==> config.mk <==
export PLATFORM = sky130hd
export DESIGN_NAME = column_zscore_normalizer
export DESIGN_NICKNAME = d
export VERILOG_FILES = /design/src/hw/rtl/zsn_pkg.sv /design/src/hw/rtl/column_zscore_normalizer.sv /design/src/hw/rtl/zsn_store.sv /design/src/hw/rtl/zsn_rootdiv.sv
export SDC_FILE = /design/constraint.sdc
export NUM_CORES = 2
export LEC_CHECK = 0
export CELL_PAD_IN_SITES_DETAIL_PLACEMENT = 1
export CELL_PAD_IN_SITES_GLOBAL_PLACEMENT = 1
export CORE_MARGIN = 1
export CORE_UTILIZATION = 30
export DETAILED_ROUTE_END_ITERATION = 7
export DONT_BUFFER_PORTS = 1
export GPL_ROUTABILITY_DRIVEN = 0
export MAX_ROUTING_LAYER = met4
export PLACE_DENSITY = 0.61
export SETUP_SLACK_MARGIN = 0.05
export SLEW_MARGIN = 20
export SYNTH_ARGS = -nofsm -noshare
export SYNTH_HDL_FRONTEND = slang
export SYNTH_SLANG_ARGS = --single-unit
==> constraint.sdc <==
create_clock -name clk_i -period 9.08 [get_ports clk_i]
set_input_delay 1.816 -clock clk_i [delete_from_list [all_inputs] [get_ports clk_i]]
set_output_delay 1.816 -clock clk_i [all_outputs]
set_load 0.01 [all_outputs]
==> src/hw/rtl/zsn_pkg.sv <==
// Types and constants for the column z-score normaliser.
// Depends on nothing; used by the top, zsn_rootdiv and zsn_checker.
package zsn_pkg;

  localparam int MaxRows = 64;          // default column depth
  localparam int SampleW = 16;          // Q7.8 sample
  localparam int ScoreW  = 16;          // Q4.11 score
  localparam int SumW    = 23;          // running sum of a column
  localparam int DevW    = 24;          // signed n*x - S
  localparam int DsqW    = 2 * (DevW - 1);
  localparam int RootW   = 16;          // integer square root of the quotient
  localparam int QuoW    = 2 * RootW;   // quotient floor(2^24 n d^2 / Q)
  localparam int LowShift = 24;         // 2^24 scale of the dividend

  typedef struct packed {
    logic signed [SampleW-1:0] sample;
    logic                      column_end;
  } in_t;

  typedef struct packed {
    logic signed [ScoreW-1:0] score;
    logic                     last_score;
  } out_t;

endpackage

==> src/hw/rtl/column_zscore_normalizer.sv <==
// Column z-score normaliser.
// Request channel: a sample is taken at a rising edge where start is high and
// busy is low. Samples of one column are stored in order; the sample with
// column_end set, or the MAX_ROWS-th sample, closes the column.
// Loading takes one sample per cycle while start is high and gives no result.
// On a close the block raises busy and makes two passes over the store:
//   variance pass: read, deviation, square, accumulate for each sample;
//   score pass: read, deviation, square, unit start, the shared divide/root
//   unit (32 division steps, 16 root steps, then the hand-back of the root)
//   and output, for each sample.
// A sample whose own or column deviation is zero skips the unit and scores zero.
// Each score appears on res_o for one cycle with res_valid_o high, in
// arrival order; the last one carries last_score. The receiver cannot stall.
// busy falls with the last score, and the next sample may be taken then.
// Reset empties the column and clears the sequencer; store contents are
// left as they are and never read before being written.
// Uses zsn_pkg, zsn_store and zsn_rootdiv.
module column_zscore_normalizer #(
  parameter int MAX_ROWS = zsn_pkg::MaxRows
) (
  input  logic          clk_i,
  input  logic          rst_ni,
  input  logic          start,
  input  zsn_pkg::in_t  req_i,
  output logic          busy,
  output logic          res_valid_o,
  output zsn_pkg::out_t res_o
);

  localparam int AddrW = (MAX_ROWS > 1) ? $clog2(MAX_ROWS) : 1;
  localparam int CntW  = $clog2(MAX_ROWS + 1);
  localparam int DevW  = zsn_pkg::DevW;
  localparam int DsqW  = zsn_pkg::DsqW;
  localparam int SumW  = zsn_pkg::SumW;
  localparam int NdW   = DsqW + CntW;
  localparam int QW    = DsqW + CntW;
  localparam int ScoreW = zsn_pkg::ScoreW;

  localparam logic [2:0] S_LOAD = 3'd0;
  localparam logic [2:0] S_RD   = 3'd1;
  localparam logic [2:0] S_DIF  = 3'd2;
  localparam logic [2:0] S_SQR  = 3'd3;
  localparam logic [2:0] S_ACC  = 3'd4;
  localparam logic [2:0] S_MUL  = 3'd5;
  localparam logic [2:0] S_RUN  = 3'd6;
  localparam logic [2:0] S_EMIT = 3'd7;

  logic [2:0]               state_q, state_d;
  logic [CntW-1:0]          cnt_q, idx_q;
  logic signed [SumW-1:0]   sum_q;
  logic                     pass_q;
  logic signed [DevW-1:0]   d_q;
  logic [DsqW-1:0]          dsq_q;
  logic [QW-1:0]            q_q;
  logic                     zero_q;
  logic                     valid_q;
  zsn_pkg::out_t            out_q;

  logic                     take, close, at_last, unit_start, unit_done;
  logic [zsn_pkg::SampleW-1:0] rdata;
  logic [zsn_pkg::RootW-1:0] root;
  logic signed [DevW-1:0]   n_s, x_s, s_s, d_d;
  logic [DevW-2:0]          ad;
  logic [zsn_pkg::RootW:0]  k;
  logic signed [ScoreW-1:0] score_d;

  assign take    = start && !busy;
  assign close   = req_i.column_end || (cnt_q + 1'b1 == CntW'(MAX_ROWS));
  assign at_last = idx_q == cnt_q - 1'b1;
  assign busy    = state_q != S_LOAD;

  zsn_store #(
    .Depth (MAX_ROWS),
    .AddrW (AddrW),
    .DataW (zsn_pkg::SampleW)
  ) u_store (
    .clk_i   (clk_i),
    .we_i    (take),
    .waddr_i (cnt_q[AddrW-1:0]),
    .wdata_i (req_i.sample),
    .raddr_i (idx_q[AddrW-1:0]),
    .rdata_o (rdata)
  );

  assign unit_start = (state_q == S_MUL) && pass_q && !(q_q == '0 || dsq_q == '0);

  // dividend n*d^2 is taken straight from the squared deviation
  zsn_rootdiv #(
    .NdW (NdW),
    .QW  (QW)
  ) u_rootdiv (
    .clk_i   (clk_i),
    .rst_ni  (rst_ni),
    .start_i (unit_start),
    .nd2_i   (NdW'(cnt_q) * NdW'(dsq_q)),
    .q_i     (q_q),
    .done_o  (unit_done),
    .root_o  (root)
  );

  // deviation n*x - S and its magnitude
  always_comb begin
    n_s = $signed({{(DevW-CntW){1'b0}}, cnt_q});
    x_s = {{(DevW-zsn_pkg::SampleW){rdata[zsn_pkg::SampleW-1]}}, rdata};
    s_s = {{(DevW-SumW){sum_q[SumW-1]}}, sum_q};
    d_d = n_s * x_s - s_s;
    ad  = d_q[DevW-1] ? (DevW-1)'(-d_q) : d_q[DevW-2:0];
  end

  // rounded score from the root: k = (r + 1) / 2, then sign and clamp
  always_comb begin
    k = ({1'b0, root} + 1'b1) >> 1;
    if (zero_q) begin
      score_d = '0;
    end else if (d_q[DevW-1]) begin
      score_d = ScoreW'(-k);
    end else if (k > (zsn_pkg::RootW+1)'(32767)) begin
      score_d = ScoreW'(32767);
    end else begin
      score_d = ScoreW'(k);
    end
  end

  // sequencer
  always_comb begin
    state_d = state_q;
    case (state_q)
      S_LOAD: if (take && close) state_d = S_RD;
      S_RD:   state_d = S_DIF;
      S_DIF:  state_d = S_SQR;
      S_SQR:  state_d = pass_q ? S_MUL : S_ACC;
      S_ACC:  state_d = S_RD;
      S_MUL:  state_d = unit_start ? S_RUN : S_EMIT;
      S_RUN:  if (unit_done) state_d = S_EMIT;
      S_EMIT: state_d = at_last ? S_LOAD : S_RD;
      default: state_d = S_LOAD;
    endcase
  end

  // control registers
  always_ff @(posedge clk_i or negedge rst_ni) begin
    if (!rst_ni) begin
      state_q <= S_LOAD;
      cnt_q   <= '0;
      idx_q   <= '0;
      sum_q   <= '0;
      pass_q  <= 1'b0;
      valid_q <= 1'b0;
    end else begin
      state_q <= state_d;
      valid_q <= state_q == S_EMIT;
      case (state_q)
        S_LOAD: begin
          if (take) begin
            cnt_q  <= cnt_q + 1'b1;
            sum_q  <= sum_q + SumW'(req_i.sample);
            idx_q  <= '0;
            pass_q <= 1'b0;
          end
        end
        S_ACC: begin
          if (at_last) begin
            idx_q  <= '0;
            pass_q <= 1'b1;
          end else begin
            idx_q <= idx_q + 1'b1;
          end
        end
        S_EMIT: begin
          if (at_last) begin
            cnt_q <= '0;
            sum_q <= '0;
            idx_q <= '0;
          end else begin
            idx_q <= idx_q + 1'b1;
          end
        end
        default: ;
      endcase
    end
  end

  // datapath registers
  always_ff @(posedge clk_i) begin
    if (state_q == S_LOAD && take && close) begin
      q_q <= '0;
    end
    if (state_q == S_DIF) begin
      d_q <= d_d;
    end
    if (state_q == S_SQR) begin
      dsq_q <= DsqW'(ad) * DsqW'(ad);
    end
    if (state_q == S_ACC) begin
      q_q <= q_q + QW'(dsq_q);
    end
    if (state_q == S_MUL) begin
      zero_q <= (q_q == '0) || (dsq_q == '0);
    end
    if (state_q == S_EMIT) begin
      out_q.score      <= score_d;
      out_q.last_score <= at_last;
    end
  end

  assign res_valid_o = valid_q;
  assign res_o       = out_q;

endmodule

==> src/hw/rtl/zsn_store.sv <==
// Sample store: one write port, one registered read port.
// Depends on nothing but its parameters.
module zsn_store #(
  parameter int Depth = 64,
  parameter int AddrW = 6,
  parameter int DataW = 16
) (
  input  logic             clk_i,
  input  logic             we_i,
  input  logic [AddrW-1:0] waddr_i,
  input  logic [DataW-1:0] wdata_i,
  input  logic [AddrW-1:0] raddr_i,
  output logic [DataW-1:0] rdata_o
);

  logic [DataW-1:0] mem [Depth];
  logic [DataW-1:0] rdata_q;

  // write port
  always_ff @(posedge clk_i) begin
    if (we_i) begin
      mem[waddr_i] <= wdata_i;
    end
  end

  // registered read port
  always_ff @(posedge clk_i) begin
    rdata_q <= mem[raddr_i];
  end

  assign rdata_o = rdata_q;

endmodule

==> src/hw/rtl/zsn_rootdiv.sv <==
// Shared iterative unit: restoring division, then integer square root.
// Computes isqrt(floor(2^24 * nd2 / q)), one bit per cycle. Uses zsn_pkg.
module zsn_rootdiv #(
  parameter int NdW = 53,
  parameter int QW  = 53
) (
  input  logic                     clk_i,
  input  logic                     rst_ni,
  input  logic                     start_i,
  input  logic [NdW-1:0]           nd2_i,
  input  logic [QW-1:0]            q_i,
  output logic                     done_o,
  output logic [zsn_pkg::RootW-1:0] root_o
);

  localparam int RemW  = QW + 1;
  localparam int QuoW  = zsn_pkg::QuoW;
  localparam int RootW = zsn_pkg::RootW;
  localparam int SremW = RootW + 2;
  localparam int StepW = $clog2(QuoW);
  localparam int HighW = NdW - (QuoW - zsn_pkg::LowShift);

  logic             run_q, sqrt_q, done_q;
  logic [StepW-1:0] step_q;
  logic [RemW-1:0]  rem_q, rem_d;
  logic [QuoW-1:0]  shf_q;
  logic [QuoW-1:0]  quo_q, quo_d;
  logic [SremW-1:0] srem_q, srem_d;
  logic [RootW-1:0] root_q, root_d;
  logic [RemW-1:0]  div_t;
  logic [SremW-1:0] sq_t, trial;
  logic             div_ge, sq_ge;

  // one division step and one square-root step
  always_comb begin
    div_t  = {rem_q[RemW-2:0], shf_q[QuoW-1]};
    div_ge = div_t >= {1'b0, q_i};
    rem_d  = div_ge ? div_t - {1'b0, q_i} : div_t;
    sq_t   = {srem_q[SremW-3:0], quo_q[QuoW-1 -: 2]};
    trial  = {root_q, 2'b01};
    sq_ge  = sq_t >= trial;
    srem_d = sq_ge ? sq_t - trial : sq_t;
    root_d = {root_q[RootW-2:0], sq_ge};
    quo_d  = {quo_q[QuoW-2:0], div_ge};
  end

  // sequencing
  always_ff @(posedge clk_i or negedge rst_ni) begin
    if (!rst_ni) begin
      run_q  <= 1'b0;
      sqrt_q <= 1'b0;
      done_q <= 1'b0;
      step_q <= '0;
    end else begin
      done_q <= 1'b0;
      if (start_i) begin
        run_q  <= 1'b1;
        sqrt_q <= 1'b0;
        step_q <= StepW'(QuoW - 1);
      end else if (run_q) begin
        if (!sqrt_q) begin
          if (step_q == '0) begin
            sqrt_q <= 1'b1;
            step_q <= StepW'(RootW - 1);
          end else begin
            step_q <= step_q - 1'b1;
          end
        end else begin
          if (step_q == '0) begin
            run_q  <= 1'b0;
            done_q <= 1'b1;
          end else begin
            step_q <= step_q - 1'b1;
          end
        end
      end
    end
  end

  // datapath
  always_ff @(posedge clk_i) begin
    if (start_i) begin
      rem_q  <= RemW'(nd2_i[NdW-1 -: HighW]);
      shf_q  <= {nd2_i[QuoW-zsn_pkg::LowShift-1:0], {zsn_pkg::LowShift{1'b0}}};
      quo_q  <= '0;
      srem_q <= '0;
      root_q <= '0;
    end else if (run_q) begin
      if (!sqrt_q) begin
        rem_q <= rem_d;
        shf_q <= {shf_q[QuoW-2:0], 1'b0};
        quo_q <= quo_d;
      end else begin
        srem_q <= srem_d;
        root_q <= root_d;
        quo_q  <= {quo_q[QuoW-3:0], 2'b00};
      end
    end
  end

  assign done_o = done_q;
  assign root_o = root_q;

endmodule

* After elaboration in Yosys (flattened, before gate mapping)
Memories as Yosys holds them, arrays and structs flattened. A register that Yosys moved wholly into a read port is not among the register bits.
Cells that the tools add are included.
** Word-level totals
- Word-level logic and storage cells :: 137
- Output and inout port bits :: 19
- Memories kept :: 1
- Bits in writable memories :: 1024
- Register bits after elaboration :: 316
** Cells by class
- Multiplexer cells :: 50
- $add $sub $neg :: 12
- Reduce and logical (&&, ||, !) cells :: 29
- Magnitude comparators :: 3
- Multipliers :: 3
- Equality and inequality tests :: 16
- Bitwise operators :: 1
** Memories
- u_store.mem :: depth 64, bits a word 16, read ports 1, clocked after Yosys merged registers in 1, wr ports 1, RTL line zsn_store.sv:16 : logic [DataW-1:0] mem [Depth];
** Operators by type and width (count)
- 53-bit two-way mux :: 3
- 45-bit two-way mux :: 3
- 32-bit two-way mux :: 4
- 23-bit two-way mux :: 3
- 54-bit by 53-bit >= comparator with 1-bit output :: 1
- 53-bit by 46-bit adder with 53-bit output :: 1
- 53-bit zero test :: 1
- 7-bit by 46-bit multiplier with 53-bit output :: 1
- 53-bit subtractor :: 1
- 16-bit two-way mux :: 3
- 46-bit zero test :: 1
- 23-bit by 23-bit multiplier with 46-bit output :: 1
- 23-bit case mux with 2 select lines :: 1
- 7-bit two-way mux :: 4
- 7-bit case mux with 2 select lines :: 2
- 5-bit two-way mux :: 5
- 8-bit by 16-bit multiplier with 24-bit output :: 1
- 3-bit case mux with 8 select lines :: 1
- 24-bit by 23-bit subtractor with 24-bit output :: 1
- 23-bit by 16-bit adder with 23-bit output :: 1
- 23-bit negation :: 1
- 18-bit >= comparator :: 1
- 1-bit two-way mux :: 18
- 16-bit by 1-bit adder with 17-bit output (second input constant) :: 1
- 27 further kinds :: 54

* Longest topological paths before layout
- Depth after elaboration :: 7
- Gate-level depth with buffers :: 36
- Depth with buffers taken out :: 35

* Hierarchy
From an unflattened synthesis, not the netlist that was laid out.
** Unflattened totals
- Cell total of the unflattened synthesis :: 7567
- Area total of the unflattened synthesis :: 90421.7 um2
** By module, submodules not included
- column_zscore_normalizer :: instances 1, area an instance 40113.5 um2, cells each 4444, seq. area each 5255.0 um2
- zsn_store :: instances 1, area an instance 40042.2 um2, cells each 1829, seq. area each 31069.8 um2
- zsn_rootdiv :: instances 1, area an instance 10266.1 um2, cells each 1294, seq. area each 3233.1 um2

* Worst setup path before layout
No wires, ideal clock.
- Kind :: register to register
- Start point :: reg d_q[3]
- End point :: reg dsq_q[45] (data pin)
- Clock period less this slack :: 8.627 ns
- Stages on the path, launching flop included :: 33
- Required time :: 8.815 ns
- Path slack :: 0.453 ns
- Path buffers :: 1
- Data arrival time :: 8.363 ns
- Cells stage by stage :: edfxtp_1 -> or4_1 -> nor3_2 -> nand2b_1 -> nor2_1 -> nand2_1 -> o31ai_1 -> xnor2_1 -> clkbuf_1 -> nand2_1 -> fa_1 -> inv_1 -> fa_1 -> fa_1 -> fa_1 -> inv_1 -> fa_1 -> inv_1 -> fa_1 -> inv_1 -> fa_1 -> inv_1 -> ha_1 -> and2_1 -> a221o_1 -> a21oi_1 -> o21ai_0 -> o21ai_1 -> o21ai_1 -> a311oi_2 -> o21ai_1 -> a311oi_1 -> xnor2_1
** On the way
- Longest elaborated chain between the ends :: 3
** RTL lines
- start: declaration :: RTL line column_zscore_normalizer.sv:52 : logic signed [DevW-1:0] d_q;
- start signal: assignment :: RTL line column_zscore_normalizer.sv:189 : d_q <= d_d;
- 23-bit negation :: RTL line column_zscore_normalizer.sv:107 : ad = d_q[DevW-1] ? (DevW-1)'(-d_q) : d_q[DevW-2:0];
- 23-bit two-way mux (*) :: RTL line column_zscore_normalizer.sv:107
- 23-bit by 23-bit multiplier with 46-bit output (*) :: RTL line column_zscore_normalizer.sv:192 : dsq_q <= DsqW'(ad) * DsqW'(ad);
- end signal: assignment :: RTL line column_zscore_normalizer.sv:192
- end: declaration :: RTL line column_zscore_normalizer.sv:53 : logic [DsqW-1:0] dsq_q;
Every way passes the cells marked *; elsewhere a longest branch is shown, timed or not.
A chain may end at the register's enable or synchronous reset.

* Final worst setup path
- Start point :: reg d_q[3]
- End point :: reg dsq_q[41] (data pin)
The elaborated chain is that of the path after synthesis.

==> flow_summary.json <==
{
  "die_w_um": 549,
  "holdPathEnd": "u_rootdiv.srem_q[15]",
  "stdcell_count": 11300,
  "min_path_type": "register to register",
  "cts_buffer_depth": 4,
  "rr_startpoint": "d_q[3]",
  "synth_area_leaders": "edfxtp_1 41%, fa_1 16%, mux4_2 8.4%",
  "drcViolationCount": 0,
  "hold_violations": 0,
  "status": "finished, final reports clean",
  "cts_root_buf": "clkbuf_16",
  "worstRegToRegCells": 34,
  "p_leak_uw": 0.0394,
  "slew_headroom_pct": 20.6,
  "dp_cells": 11100,
  "n_antenna_cell": 0,
  "synth_commonest_cells": "1217 x edfxtp_1, 994 x inv_1, 735 x nand2_1",
  "postRouteAntennaNets": 0,
  "grt_overflow_total": 0,
  "synth_cells": 7298,
  "yosysSeqAreaShare_pct": 44.1,
  "dr.pass1.iters": 5,
  "fin_area_um2": 99600,
  "grt_pass1_vias": 62600,
  "max_freq_ghz": 0.114,
  "placed_area_um2": 94800,
  "dp_hpwl_um": 181000,
  "synthFlopType": "edfxtp_1",
  "vias_per_cell": 5.00,
  "io_pins": 39,
  "slowest_delay_ps": 580,
  "path_clk_slew_ps": 60,
  "wl_um": 250000,
  "insertion_delay_ps": 790,
  "syn_avg_cell_area_um2": 12.3,
  "worst_setup_path_end_kind": "register",
  "cts_tree": "yes",
  "synth_cell_type_count": 100,
  "dieArea_um2": 301000,
  "final_util_pct": 33.5,
  "min-delay-start": "u_rootdiv.srem_q[15]",
  "fin_ws_ps": 302,
  "post-place-ws_ps": -301,
  "track_usage_pct": 17.1,
  "synth_top_area_cell": "edfxtp_1",
  "holdBufCountCts": 0,
  "grt_max_degree": 103,
  "synth_top_cell_area_share_pct": 40.7,
  "worstPathMaxFanout": 7,
  "die_y_um": 549,
  "grt_pass1_wl_um": 386000,
  "syn_to_final_growth_pct": 11.1,
  "final_nets": 8461,
  "initial_utilization_pct": 30.2,
  "numCtsBuffers": 144,
  "start_kind": "register",
  "setup_viol": 0,
  "antenna_found_initial": 5,
  "drive_gt1_share_pct": 11.5,
  "critical_path_class": "register to register",
  "cap_viol_max_count": 0,
  "hold-path-cell-count": 2,
  "syn_area_um2": 89700,
  "drv_slew": 0,
  "rr_endpoint": "dsq_q[41]",
  "p_per_area_nw_per_um2": 126,
  "cts_max_level": 4,
  "async_flop_share_pct": 3.69,
  "via_count": 56700,
  "cts.sinks": 1355,
  "drtIter0Drc": 3435,
  "synth-edff-count": 1217,
  "cpMostUsedCell": "fa_1",
  "post_drt_wl_per_cell_um": 22.0,
  "worst-r2r-setup-slack_ps": 300,
  "fp.coreArea_um2": 297000,
  "period_share_pct": 96.7,
  "arrival_ps": 9260,
  "port_buffers": 0,
  "skew_ps": 60.5,
  "ys_seq_elements": 1355,
  "worst_ep_required_time_ps": 9560,
  "yosysWarnings": 0,
  "max-vdd-ir-drop_mv": 0.146,
  "crit_path_top_delay_cell": "or4_4",
  "rows": 200,
  "tightest_slew_ps": 1190,
  "period_minus_slack_ps": 8780,
  "synth.most_common_cell": "edfxtp_1"
}
[flip-flops by register name (all words and copies together) (netlist names), 16 cells and up]
register	flops
u_store.mem	1024
u_rootdiv.srem_q	16
d_q	24
q_q	53
sum_q	23
u_rootdiv.root_o	16
u_rootdiv.quo_q	32
u_store.rdata_o	16
dsq_q	45
res_o	17
u_rootdiv.rem_q	53
[placed cells by master (no fill, tap or decap), drive strengths merged, types with 146 or more instances in the layout]
cell type / count
edfxtp: 1217
a21o: 155
buf: 191
and2: 146
inv: 1001
a21oi: 297
clkbuf: 178
nand2: 735
xnor2: 178
ha: 437
nor2: 438
o21ai: 214
mux4: 336
fa: 709
[worst max-delay path by stage]
stage	end	from	depth (start not counted)
floorplan	dsq_q[45]	d_q[3]	32
global placement	dsq_q[45]	d_q[3]	31
detailed placement	dsq_q[41]	d_q[3]	32
CTS	dsq_q[41]	d_q[3]	33
global route	dsq_q[41]	d_q[3]	33
finish	dsq_q[41]	d_q[3]	34
[layout make-up]
| cell class | instances | area [um2] |
|---|---|---|
| fill | 31900 | 197000 |
| sequential | 1355 | 39600 |
| multi-input combinational | 4603 | 45400 |
| timing repair buffer | 191 | 1470 |
| clock buffer | 178 | 3820 |
| clock inverter | 66 | 604 |
| inverter | 1000 | 3760 |
| tap | 3939 | 4930 |
[what timing repair did]
item | in CTS | in global routing
endpoints found under the setup margin | 11 | 15
setup buffers | 3 | 12
pin swaps | 4 | 16
gates resized for setup | 13 | 43
[where the power goes]
group,switching (uW),internal [uW]
combinational,29.3,22.7
sequential,0,6770
clock,2460,3270
[through the flow]
stage	setup TNS [ps]	hold slack (ps)	total power, uW
final	0	493	12500
after floorplan	0	445	6950
after CTS	0	495	12700
after global placement	-496	463	6950
after detailed placement	-1330	481	6960
after global routing	-60.9	502	12900
[cells by family after synthesis]
kind of cell,share of synthesized area [%]
compound gates,7.17
xor+xnor,2.85
fa+ha+maj,21.9
buf+inv,5.68
flops,44.1
mux,9.60
other cells,0.00837
simple gates,8.66
[per-layer routing]
metal / global-route usage (%) / vias up / wire, um
li1: - / 25400 / -
met1: 22.0 / 29900 / 110000
met2: 29.2 / 1094 / 125000
met3: 1.76 / 274 / 9540
met4: 3.48 / 0 / 5150
met5: - / - / 0
[worst max-delay path: cells and delay by family (launching register included)]
kind | cells | cell delay (ps)
compound gates | 6 | 1080
xor+xnor | 2 | 270
fa+ha+maj | 8 | 3880
buf+inv | 10 | 1430
flops | 1 | 380
simple gates | 8 | 1430
No activity file was read; power rests on OpenSTA's default activity.
